===== src/design/tnd_pkg.sv =====
// Shared types, constants and arithmetic helpers for the five-point
// threshold denoise block. No dependencies.
package tnd_pkg;

  localparam int MaxLineBytes = 8192;
  localparam int AddrW        = $clog2(MaxLineBytes);
  localparam int ColW         = 13;
  localparam int RowW         = 12;
  localparam int LenW         = 13;
  localparam int ThrW         = 5;
  localparam int SumW         = 11;
  localparam int CntW         = 3;
  localparam int CfgIdxW      = 8;
  localparam int CfgDataW     = 13;

  // Register indexes of the configuration port
  localparam logic [CfgIdxW-1:0] CfgStrength    = 8'd0;
  localparam logic [CfgIdxW-1:0] CfgLineLength  = 8'd1;
  localparam logic [CfgIdxW-1:0] CfgFrameRows   = 8'd2;
  localparam logic [CfgIdxW-1:0] CfgInterleaved = 8'd3;

  localparam logic [LenW-1:0] LenMax = 13'd4096;
  localparam logic [6:0]      StrMax = 7'd100;

  typedef struct packed {
    logic [AddrW-1:0] k;
    logic [7:0]       center;
    logic [7:0]       left;
    logic [7:0]       right;
    logic [7:0]       down;
    logic             has_left;
    logic             has_right;
    logic             eol;
    logic             eof;
  } job_t;

  function automatic logic [6:0] clamp_strength(input logic [CfgDataW-1:0] data);
    logic [6:0] v;
    v = data[6:0];
    if (v == 7'd0) return 7'd1;
    if (v > StrMax) return StrMax;
    return v;
  endfunction

  function automatic logic [LenW-1:0] clamp_len(input logic [CfgDataW-1:0] data);
    logic [LenW-1:0] v;
    v = data[LenW-1:0];
    if (v == '0) return 13'd1;
    if (v > LenMax) return LenMax;
    return v;
  endfunction

  // max(2, s*30/100) = max(2, floor(3s/10)); /10 as *205 >> 11, exact for 3s <= 300
  function automatic logic [ThrW-1:0] thr_of(input logic [6:0] s);
    logic [8:0]  x3;
    logic [16:0] p;
    logic [ThrW-1:0] t;
    x3 = {2'b00, s} * 9'd3;
    p  = {8'b0, x3} * 17'd205;
    t  = p[11+ThrW-1:11];
    return (t < 5'd2) ? 5'd2 : t;
  endfunction

  // Truncating divide of a neighbor sum by a count of one to five
  function automatic logic [7:0] div_small(input logic [SumW-1:0] sum,
                                           input logic [CntW-1:0] cnt);
    logic [20:0] p3;
    logic [21:0] p5;
    logic [SumW-1:0] q;
    p3 = {10'b0, sum} * 21'd683;
    p5 = {11'b0, sum} * 22'd1639;
    case (cnt)
      3'd2:    q = {1'b0, sum[SumW-1:1]};
      3'd3:    q = {1'b0, p3[11+SumW-2:11]};
      3'd4:    q = {2'b00, sum[SumW-1:2]};
      3'd5:    q = {2'b00, p5[13+SumW-3:13]};
      default: q = sum;
    endcase
    return q[7:0];
  endfunction

endpackage


===== src/design/tnd_mean.sv =====
// Neighbor selection and mean for one byte: sum and count registered,
// then the truncating divide. Depends on tnd_pkg.
module tnd_mean (
  input  logic                    clk,
  input  logic                    calc_en,
  input  tnd_pkg::job_t           job,
  input  logic [7:0]              up_value,
  input  logic                    first_row,
  input  logic [tnd_pkg::ThrW-1:0] thr,
  output logic [7:0]              mean_value
);

  logic [tnd_pkg::SumW-1:0] sum_r, sum_nxt;
  logic [tnd_pkg::CntW-1:0] cnt_r, cnt_nxt;
  logic [7:0]               up;

  function automatic logic near(input logic [7:0] n, input logic [7:0] c,
                                input logic [tnd_pkg::ThrW-1:0] t);
    logic [7:0] diff;
    diff = (n > c) ? (n - c) : (c - n);
    return diff < {3'b000, t};
  endfunction

  always_comb begin
    up      = first_row ? job.center : up_value;
    sum_nxt = {3'b000, job.center};
    cnt_nxt = 3'd1;
    if (near(up, job.center, thr)) begin
      sum_nxt = sum_nxt + {3'b000, up};
      cnt_nxt = cnt_nxt + 3'd1;
    end
    if (near(job.down, job.center, thr)) begin
      sum_nxt = sum_nxt + {3'b000, job.down};
      cnt_nxt = cnt_nxt + 3'd1;
    end
    if (job.has_left && near(job.left, job.center, thr)) begin
      sum_nxt = sum_nxt + {3'b000, job.left};
      cnt_nxt = cnt_nxt + 3'd1;
    end
    if (job.has_right && near(job.right, job.center, thr)) begin
      sum_nxt = sum_nxt + {3'b000, job.right};
      cnt_nxt = cnt_nxt + 3'd1;
    end
  end

  always_ff @(posedge clk) begin
    if (calc_en) begin
      sum_r <= sum_nxt;
      cnt_r <= cnt_nxt;
    end
  end

  assign mean_value = tnd_pkg::div_small(sum_r, cnt_r);

endmodule


===== config.mk =====
export PLATFORM = sky130hd
export DESIGN_NAME = tnd_mean
export DESIGN_NICKNAME = d
export VERILOG_FILES = /design/src/design/tnd_pkg.sv /design/src/design/tnd_mean.sv
export SDC_FILE = /design/constraint.sdc
export NUM_CORES = 1
export LEC_CHECK = 0
export BUFFER_PORTS_ARGS = -buffer_cell sky130_fd_sc_hd__buf_2
export CORE_UTILIZATION = 45
export CTS_CLUSTER_SIZE = 12
export DETAILED_ROUTE_END_ITERATION = 12
export PLACE_DENSITY = 0.67
export RECOVER_POWER = 50
export SYNTH_ARGS = -nofsm -noshare
export SYNTH_HDL_FRONTEND = slang
export SYNTH_SLANG_ARGS = --single-unit

===== constraint.sdc =====
create_clock -name clk -period 11.48 [get_ports clk]
set_input_delay 1.722 -clock clk [delete_from_list [all_inputs] [get_ports clk]]
set_output_delay 1.722 -clock clk [all_outputs]
set_load 0.02 [all_outputs]

---- Yosys cells after proc, flatten, opt, wreduce, memory -nomap -nowiden ----
Index checks and enable logic that the tools add are counted.
Widths: inputs -> output; s select.
cells by class
  mux-type cells .......................... 14
  equality and inequality tests ........... 4
  multipliers ............................. 2
  reductions and logical operators ........ 2
  order comparisons ....................... 8
  add/subtract/negate cells ............... 15
operators by type and width
  operator                number
  $sub 8x8->8             8
  $mux 8                  5
  $add 11x8->11           3
  $mux 11                 3
  $gt 8x8->1              4
  $lt 8x5->1              4
  $pmux 8 s4              1
  $mul 11x11->21 const B  1
  $mul 11x10->19 const B  1
  $add 3x1->3 const B     3
  $add 8x8->9             1
  $mux 3                  3
  $mux 9                  1
  $eq 3x2->1 const B      2
  $eq 3x3->1 const B      2
  $logic_and 1x1->1       2
  $mux 2                  1
word-level totals
  output and inout bits ................... 8
  input bits .............................. 65
  logic and storage cells ................. 47
  flip-flop bits (word level) ............. 14

---- Depth between registers and ports, before layout ----
Gate-level depths: netlist of run 1.
  word-level depth ........................ 11
  depth in mapped cells ................... 43

---- Least setup slack after synthesis of run 1 ----
No wires, ideal clock.
  path kind ............................... input-to-reg
  start point ............................. input port first_row
  end point ............................... register sum_r[9] (netlist name) (data pin)
  stages on the path ...................... 39
  slack ................................... 1.790 ns
  arrival time ............................ 9.433 ns
  setup time .............................. 0.258 ns
  cell sequence ........................... clkbuf_1 -> mux2i_1 -> inv_1 -> fa_1 -> nand3_1 -> nand2_1 -> a31oi_1 -> o41a_1 -> mux2i_1 -> xnor2_1 -> ha_1 -> a21o_1 -> a31oi_1 -> o21a_1 -> o41ai_1 -> nor4b_2 -> or3_4 -> inv_4 -> [3 not listed] -> a21o_1 -> a21oi_1 -> xnor2_1 -> mux2_2 -> ha_1 -> o21a_1 -> and2_1 -> o21a_1 -> nor2_1 -> xnor2_1 -> mux2_2 -> ha_1 -> o41ai_1 -> nor3_1 -> and3_1 -> o32a_1 -> mux2i_1 -> xnor2_1
on the way
  cells in the longest elaborated chain, start to end .. 11
  elaborated cells on any way between the ends .. 14
ends and longest elaborated chain
  item                                       line            RTL
  start: declaration                         tnd_mean.sv:8   input logic first_row,
  $mux 8 *                                   tnd_mean.sv:25  up = first_row ? job.center : up_value;
  $sub 8x8->8 or $gt 8x8->1 (tied branches)  tnd_mean.sv:20  diff = (n > c) ? (n - c) : (c - n);
  $mux 8                                     tnd_mean.sv:20
  $lt 8x5->1                                 tnd_mean.sv:21  return diff < {3'b000, t};
  $mux 9 *                                   tnd_mean.sv:28  if (near(up, job.center, thr)) begin
  $add 11x8->11                              tnd_mean.sv:33  sum_nxt = sum_nxt + {3'b000, job.down};
  $mux 11 *                                  tnd_mean.sv:32  if (near(job.down, job.center, thr)) begin
  $add 11x8->11                              tnd_mean.sv:37  sum_nxt = sum_nxt + {3'b000, job.left};
  $mux 11 *                                  tnd_mean.sv:36  if (job.has_left && near(job.left, job.center, thr)) begin
  $add 11x8->11                              tnd_mean.sv:41  sum_nxt = sum_nxt + {3'b000, job.right};
  $mux 11 *                                  tnd_mean.sv:40  if (job.has_right && near(job.right, job.center, thr)) begin
  via sum_nxt, one bit                       tnd_mean.sv:13  logic [tnd_pkg::SumW-1:0] sum_r, sum_nxt;
  end signal: assignment                     tnd_mean.sv:48  sum_r <= sum_nxt;
  end: declaration                           tnd_mean.sv:13
Mark *: on every way through the listed nets, which the timed path passes. The rest lies on a longest branch.
A chain may end at the register's enable or synchronous reset.

---- Worst setup path after layout of run 1 ----
Ends and elaborated chain as after synthesis.

==> results.json, run 1 <==
{
  "worst_ep_arrival_time_ns": 10.48,
  "grt_overflow": 0,
  "root_buffer": "clkbuf_16",
  "fmax_mhz": 95.29,
  "synth.top_cell.area_share": 0.2986,
  "placed_cells": 1444,
  "synth.ff_latch_count": 14,
  "synth_cell_types": 80,
  "dp_hpwl_microns": 21010,
  "clk_path_buf_depth": 2,
  "tightest_slew_ns": 1.515,
  "cts-hold-fix-buffers": 0,
  "violations": "capacitance limit, slew limit",
  "gp_congestion": 0.9017,
  "cts_setup_buffers": 0,
  "cp.required_ns": 11.47,
  "area_growth_pct": 6.101,
  "layoutNonFillerInstCount": 1448,
  "syn-cell-area_sq_um": 9721,
  "grt_pass1_wl_microns": 40170,
  "drt_iter0_drc": 328,
  "period_needed_ns": 10.49,
  "dp_slack_ns": 0.8257,
  "hold_path.class": "in -> reg",
  "die-width_microns": 149.0,
  "setup_viol": 0,
  "final_util": 0.4891,
  "setup_slack_ns": 0.9857,
  "antenna_cells": 0,
  "fin_hold_ws_ns": 2.021,
  "multi_input_area_sq_um": 8464,
  "rsz0062_at_grt": "false",
  "cts.clk_slew.worst_paths_ns": 0.04,
  "comb_power_share": 0.943,
  "ys_seq_area_frac": 0.04325,
  "slew_violations": 12,
  "hold_violations": 0,
  "p_seq_frac": 0.035,
  "crit_family": "compound AO/OA/AOI/OAI gates",
  "power.density_nw_per_um2": 293.8,
  "synth_ff_type": "edfxtp_1",
  "vias_per_cell": 5.657,
  "yosysWarnings": 0,
  "synthTopCellsByArea": "ha_1, fa_1, inv_1, edfxtp_1, xnor2_1",
  "core_area_sq_um": 21090,
  "fill_cells": 2068,
  "cp_slowest_cell": "o41ai_1",
  "fin_setup_tns_ns": 0,
  "finalNetCount": 1543,
  "intPower_mw": 1.401,
  "slew-limit-headroom": -0.02085,
  "numCtsBuffers": 3,
  "gr-usage-all-layers": 0.2284,
  "grt_max_degree": 19,
  "fin_crit_sh": 0.9141,
  "leakage_nw": 5.309,
  "synth_top_area_cell": "ha_1",
  "synthCells": 1137,
  "io_pins": 73,
  "drt-pass1-iter-count": 5,
  "cts_tree": "done",
  "cp-end-kind": "register",
  "first_global_vias": 8059,
  "ir_drop_mv": 0.2058,
  "synthArstFlopShare": 0,
  "path_class": "in -> reg",
  "rows": 53,
  "htree_num_levels": 1,
  "io_buffers": 57,
  "drv_cap": 1,
  "status": "finished, violations left",
  "routed-via-count": 8192,
  "drive_gt1_frac": 0.09548,
  "cts.sinks": 14,
  "regArea_sq_um": 420.4,
  "wl_microns": 24790,
  "antenna_found_initial": 0,
  "path_buf_inv": 3,
  "cts-resized-gates": 0,
  "pwr-share-clk": 0.021,
  "drc": 0,
  "synth_edf_count": 14,
  "critical_path.max_fanout": 12,
  "die_h_microns": 149.0,
  "wl_per_cell_microns": 17.12,
  "antenna_left": 0,
  "synth.avg_cell_area_sq_um": 8.549,
  "power.switching_mw": 1.630,
  "critPathMaxStageDelay_ns": 0.48,
  "die-area_sq_um": 22190,
  "initial_core_util": 0.4610,
  "switching_share": 0.5378,
  "worst_setup_path_start_kind": "input port",
  "synth.net_count": 1506
}
-- area by class of cell --
class | count | share of cell area
Multi-Input combinational cell | 909 | 0.8207
Inverter | 186 | 0.06794
Sequential cell | 14 | 0.04076
Tap cell | 275 | 0.03336
Timing Repair Buffer | 60 | 0.02960
Clock buffer | 3 | 0.007279
Clock inverter | 1 | 0.0003639
-- cells in the final DEF (no fill, tap or decap), types with 10 or more instances in the layout --
cell type and instances:
nand3_1 10, mux2i_1 33, nand4_1 12, a21oi_1 62, nor3_1 14, a21o_1 27, o21a_1 22, edfxtp_1 14
a211oi_1 10, nand2_1 57, nor2b_1 12, ha_1 232, mux2_2 26, inv_1 182, nand2b_1 10, buf_2 55
xor2_1 18, o22ai_1 11, nor2_1 52, fa_1 72, xnor2_1 39, o21ai_0 42
-- routing by layer --
metal / wire (microns) / part of all wire / GRT usage
met5: 0 / 0 / 0
met4: 734 / 0.030 / 0.07704
met3: 895 / 0.036 / 0.01101
met2: 12200 / 0.49 / 0.4151
met1: 10960 / 0.44 / 0.2863
-- through the flow --
| step | power, mW | area, sq um |
|---|---|---|
| after global placement | 2.909 | 10240 |
| after detailed placement | 2.975 | 10240 |
| after floorplan | 2.298 | 9721 |
| after global routing | 3.461 | 10310 |
| final | 3.031 | 10310 |
| after CTS | 3.075 | 10320 |
-- registers in the layout (all words and copies together) (netlist names) --
signal,count
sum_r,11
cnt_r,3
-- power by group through the flow --
stage | sequential [mW] | combinational (mW) | clock (mW)
after floorplan | 0.0863 | 2.21 | 0
after global placement | 0.107 | 2.80 | 0
after detailed placement | 0.108 | 2.87 | 0
after CTS | 0.107 | 2.90 | 0.0655
after global routing | 0.110 | 3.28 | 0.0690
final | 0.108 | 2.86 | 0.0645
-- kinds of logic after synthesis --
group           count (synthesis)  synth area share
fa+ha+maj                     304            0.4469
compound gates                264            0.1860
xor+xnor                       57           0.05136
simple gates                  221            0.1166
flops                          14           0.04325
mux                            63           0.06989
buf+inv                       214           0.08598
-- path summary, 6_finish.rpt --
path / from / end / slack [ns] / cells past startpoint
setup / recovery: first_row / sum_r[9] / 0.99 / 39
hold / removal: job[12] / sum_r[0] / 2.02 / 3
-- Yosys cell counts, types with 12 or more instances --
master,count
a21o_1,27
clkbuf_1,16
mux2i_1,33
nand2_1,57
edfxtp_1,14
inv_1,182
o21ai_0,41
o21a_1,22
a21oi_1,62
nor2b_1,12
fa_1,72
nor3_1,14
mux2_2,27
ha_1,232
xnor2_1,39
nor2_1,52
nand4_1,12
xor2_1,18
Power figures use the tool's default switching activity.
==> run 2: changes to the inputs <==
Settings changed: CORE_UTILIZATION 45 to 33, PLACE_DENSITY 0.67 to 0.53.
==> run 2 against run 1 <==
Net effect:
- the flow now finishes without violations
- sequential power about the same
- largest power group unchanged
- global-route usage down 4.9 points
- cell count up 7.8%
- critical path type unchanged
==> results.json, run 2 (same netlist as run 1, synthesis figures left out) <==
{
  "status": "completed",
  "rows": 62,
  "ir_drop_mv": 0.2466,
  "critPathMaxStageDelay_ns": 0.44,
  "htree_num_levels": 1,
  "wl_microns": 26050,
  "fmax_mhz": 95.34,
  "power.density_nw_per_um2": 289.3,
  "routed-via-count": 7995,
  "core_area_sq_um": 28860,
  "critical_path.endpoint": "sum_r[9]",
  "worst_ep_arrival_time_ns": 10.48,
  "antenna_found_initial": 2,
  "hold_path.class": "in -> reg",
  "dp_hpwl_microns": 22330,
  "path_class": "in -> reg",
  "die-width_microns": 173.6,
  "critical_path.max_fanout": 12,
  "cts.sinks": 14,
  "gp_congestion": 0.8741,
  "p_total_mw": 3.029,
  "crit_top_cell": "mux2i_1",
  "dp_slack_ns": 0.8629,
  "largest_reg_flops": 11,
  "numCtsBuffers": 3,
  "drc": 0,
  "leakage_nw": 5.322,
  "fin_crit_sh": 0.9137,
  "finalNetCount": 1546,
  "antenna_left": 0,
  "cts_setup_buffers": 0,
  "cts-hold-fix-buffers": 0,
  "cts.clk_slew.worst_paths_ns": 0.05,
  "clk_path_buf_depth": 2,
  "grt_max_degree": 19,
  "cp_slowest_cell": "fa_1",
  "root_buffer": "clkbuf_16",
  "slew-limit-headroom": 0.3130,
  "crit_start": "first_row",
  "cp.required_ns": 11.47,
  "drt-pass1-iter-count": 5,
  "area_growth_pct": 7.697,
  "initial_core_util": 0.3368,
  "drive_gt1_frac": 0.09779,
  "cts-resized-gates": 0,
  "mostFrequentLayoutCell": "ha_1",
  "io_pins": 73,
  "setup_viol": 0,
  "rsz0062_at_grt": "false",
  "cp-end-kind": "register",
  "worst_setup_path_start_kind": "input port",
  "hold_depth": 3,
  "tightest_slew_ns": 1.024,
  "die_h_microns": 173.6,
  "final_cell_mix": "ha_1, inv_1, fa_1, a21oi_1, nand2_1",
  "largest_register": "sum_r",
  "reg.largest.list": "sum_r x11, cnt_r x3",
  "first_global_vias": 8252,
  "gr-usage-all-layers": 0.1791,
  "slew_violations": 0,
  "die-area_sq_um": 30150,
  "grt_pass1_wl_microns": 43180,
  "io_buffers": 57,
  "drv_cap": 0,
  "cts_tree": "done",
  "drt_iter0_drc": 282,
  "period_needed_ns": 10.49,
  "fin_setup_tns_ns": 0,
  "grt_overflow": 0,
  "wl_per_cell_microns": 16.69,
  "hold_violations": 0,
  "setup_slack_ns": 0.9909,
  "vias_per_cell": 5.122
}
## run 2: cell types whose count changed in the layout (fill, tap and decap cells not counted)
cell and change:
mux2_1 -1, nor4b_2 -1, diode_2 +1, o21ai_1 +1
mux2_2 +1, nor4b_1 +1, buf_4 +3, o21ai_0 -1
## run 2: final cells by class
type,instances,area [sq um]
Clock inverter,1,3.754
Fill cell,3054,18390
Timing Repair Buffer,63,327.8
Inverter,186,700.7
Antenna cell,1,2.502
Clock buffer,3,75.07
Sequential cell,14,420.4
Tap cell,384,480.5
Multi-Input combinational cell,909,8458
## run 2: worst min-delay path by stage
stage / to / start / slack (ns)
final: sum_r[0] / job[12] / 2.02
after global routing: sum_r[0] / job[12] / 2.06
after CTS: sum_r[6] / calc_en / 1.88
after detailed placement: sum_r[4] / calc_en / 2.13
after global placement: sum_r[4] / calc_en / 2.13
after floorplan: cnt_r[0] / calc_en / 1.83
## run 2: worst max-delay path: cells and delay by family
family	cells	cell delay [ns]
adders and majority gates	6	2.16
buffers and inverters	3	0.55
xor gates and xnor gates	3	0.39
AOI/OAI and AO/OA	12	2.49
muxes	5	1.38
and+or+nand+nor	11	1.78
## run 2: stage by stage
step	cells	utilization	cell area (sq um)	hold slack [ns]
after floorplan	1137	-	9721	1.835
after global placement	1556	0.3603	10400	2.133
after detailed placement	1556	0.3603	10400	2.134
after CTS	1560	0.3630	10480	1.885
after global routing	1560	0.3627	10470	2.062
final	1561	0.3628	10470	2.021
## run 2: power breakdown
part | switching [mW] | internal, mW | total, mW
combinational | 1.58 | 1.27 | 2.86
sequential | 0.0366 | 0.0701 | 0.107
clock | 0.0181 | 0.0459 | 0.0640
## run 2: routing by layer
layer  GRT usage  share of wire  up-vias
met1      0.2340           0.46     3777
met2      0.3251           0.49      112
met3    0.007675          0.024       21
met4     0.03838          0.018        2
li1            -              -     4083
met5           0        0.00031        -
==> run 3: changes to the inputs <==
Settings changed: MAX_ROUTING_LAYER set to met4.
==> run 3 against run 2 <==
Net effect:
- sequential power about the same
- global-route usage increased by 0.55 points
- cell count about the same
- critical path depth unchanged
- routed wire length about the same
- sequential share of layout area about the same
- non-clock buffer count unchanged
- critical endpoint unchanged
- clock power about the same
- critical path type unchanged
- via count about the same
- worst setup slack improved by 0.0031 ns
- largest cell class unchanged
- combinational power about the same
- flip-flop and latch count unchanged
==> results.json, run 3 (same netlist as run 1, synthesis figures left out) <==
{
  "cts_setup_buffers": 0,
  "power.density_nw_per_um2": 288.8,
  "leakage_nw": 5.322,
  "cts-hold-fix-buffers": 0,
  "die-area_sq_um": 30150,
  "cp_slowest_cell": "fa_1",
  "cts.clk_slew.worst_paths_ns": 0.05,
  "largest_reg_flops": 11,
  "die-width_microns": 173.6,
  "wl_microns": 26030,
  "slew_violations": 0,
  "gp_congestion": 0.8908,
  "fin_crit_sh": 0.9134,
  "grt_pass1_wl_microns": 43190,
  "grt_overflow": 0,
  "period_needed_ns": 10.49,
  "root_buffer": "clkbuf_16",
  "rows": 62,
  "drc": 0,
  "tightest_slew_ns": 1.020,
  "crit_top_cell": "mux2i_1",
  "antenna_found_initial": 2,
  "cts.sinks": 14,
  "dp_hpwl_microns": 22330,
  "die_h_microns": 173.6,
  "cts_tree": "done",
  "grt_max_degree": 19,
  "routed-via-count": 8001,
  "numCtsBuffers": 3,
  "drv_cap": 0,
  "critPathMaxStageDelay_ns": 0.44,
  "area_growth_pct": 7.723,
  "fill_cells": 3053,
  "io_buffers": 57,
  "ir_drop_mv": 0.2438,
  "drive_gt1_frac": 0.09779,
  "cts-resized-gates": 0,
  "worst_ep_arrival_time_ns": 10.47,
  "hold_path.class": "in -> reg",
  "hold_violations": 0,
  "mostFrequentLayoutCell": "ha_1",
  "status": "completed",
  "final_cell_mix": "ha_1, inv_1, fa_1, a21oi_1, nand2_1",
  "path_class": "in -> reg",
  "fin_setup_tns_ns": 0,
  "reg.largest.list": "sum_r x11, cnt_r x3",
  "setup_slack_ns": 0.9940,
  "dp_slack_ns": 0.8629,
  "wl_per_cell_microns": 16.66,
  "vias_per_cell": 5.122,
  "setup_viol": 0,
  "cp.required_ns": 11.47,
  "critical_path.max_fanout": 12,
  "antenna_left": 0,
  "core_area_sq_um": 28860,
  "largest_register": "sum_r",
  "io_pins": 73,
  "first_global_vias": 8246,
  "slew-limit-headroom": 0.3154,
  "initial_core_util": 0.3368,
  "drt_iter0_drc": 226,
  "fmax_mhz": 95.36,
  "finalNetCount": 1546,
  "htree_num_levels": 1,
  "worst_setup_path_start_kind": "input port",
  "clk_path_buf_depth": 2,
  "gr-usage-all-layers": 0.1845,
  "drt-pass1-iter-count": 4,
  "cp-end-kind": "register",
  "rsz0062_at_grt": "false"
}
[run 3: stage by stage]
step	hold slack, ns	power (mW)	utilization	cells	area, sq um
after floorplan	1.835	2.298	-	1137	9721
after global placement	2.133	2.986	0.3603	1556	10400
after detailed placement	2.134	2.997	0.3603	1556	10400
after CTS	1.885	3.093	0.3630	1560	10480
after global routing	2.062	3.520	0.3629	1562	10470
final	2.040	3.024	0.3629	1562	10470
[run 3: report_power, final]
group	internal (mW)	total [mW]	switching [mW]
logic	1.28	2.85	1.58
clock network	0.0459	0.0642	0.0183
registers	0.0701	0.106	0.0363
[run 3: layer usage]
metal / wire length, microns / part of all wire / up-vias / track usage
met3: 553 / 0.021 / 19 / 0.007675
met2: 12900 / 0.50 / 118 / 0.3253
li1: - / - / 4084 / -
met1: 12120 / 0.47 / 3780 / 0.2340
met4: 461 / 0.018 / 0 / 0.03838
met5: 0 / 0 / - / -
[run 3: layout make-up]
class,instances,area [sq um],area share
well taps,384,480.5,0.04588
repair buffers,63,327.8,0.03131
clock buffers,3,75.07,0.007169
inverters,186,700.7,0.06691
flip-flops and latches,14,420.4,0.04015
clock inverters,1,3.754,0.0003585
multi-input cells,909,8458,0.8077
diodes,2,5.005,0.0004780
[run 3: worst paths after layout]
kind,startpoint,to,slack (ns),cells after the start
min,job[12],sum_r[0],2.04,3
max,first_row,sum_r[9],0.99,40
[run 3: worst max-delay path, delay by kind of cell]
kind / cells / cell delay [ns]
mux: 5 / 1.37
xor+xnor: 3 / 0.39
simple gates: 11 / 1.79
buf+inv: 3 / 0.55
compound gates: 12 / 2.49
fa+ha+maj: 6 / 2.16
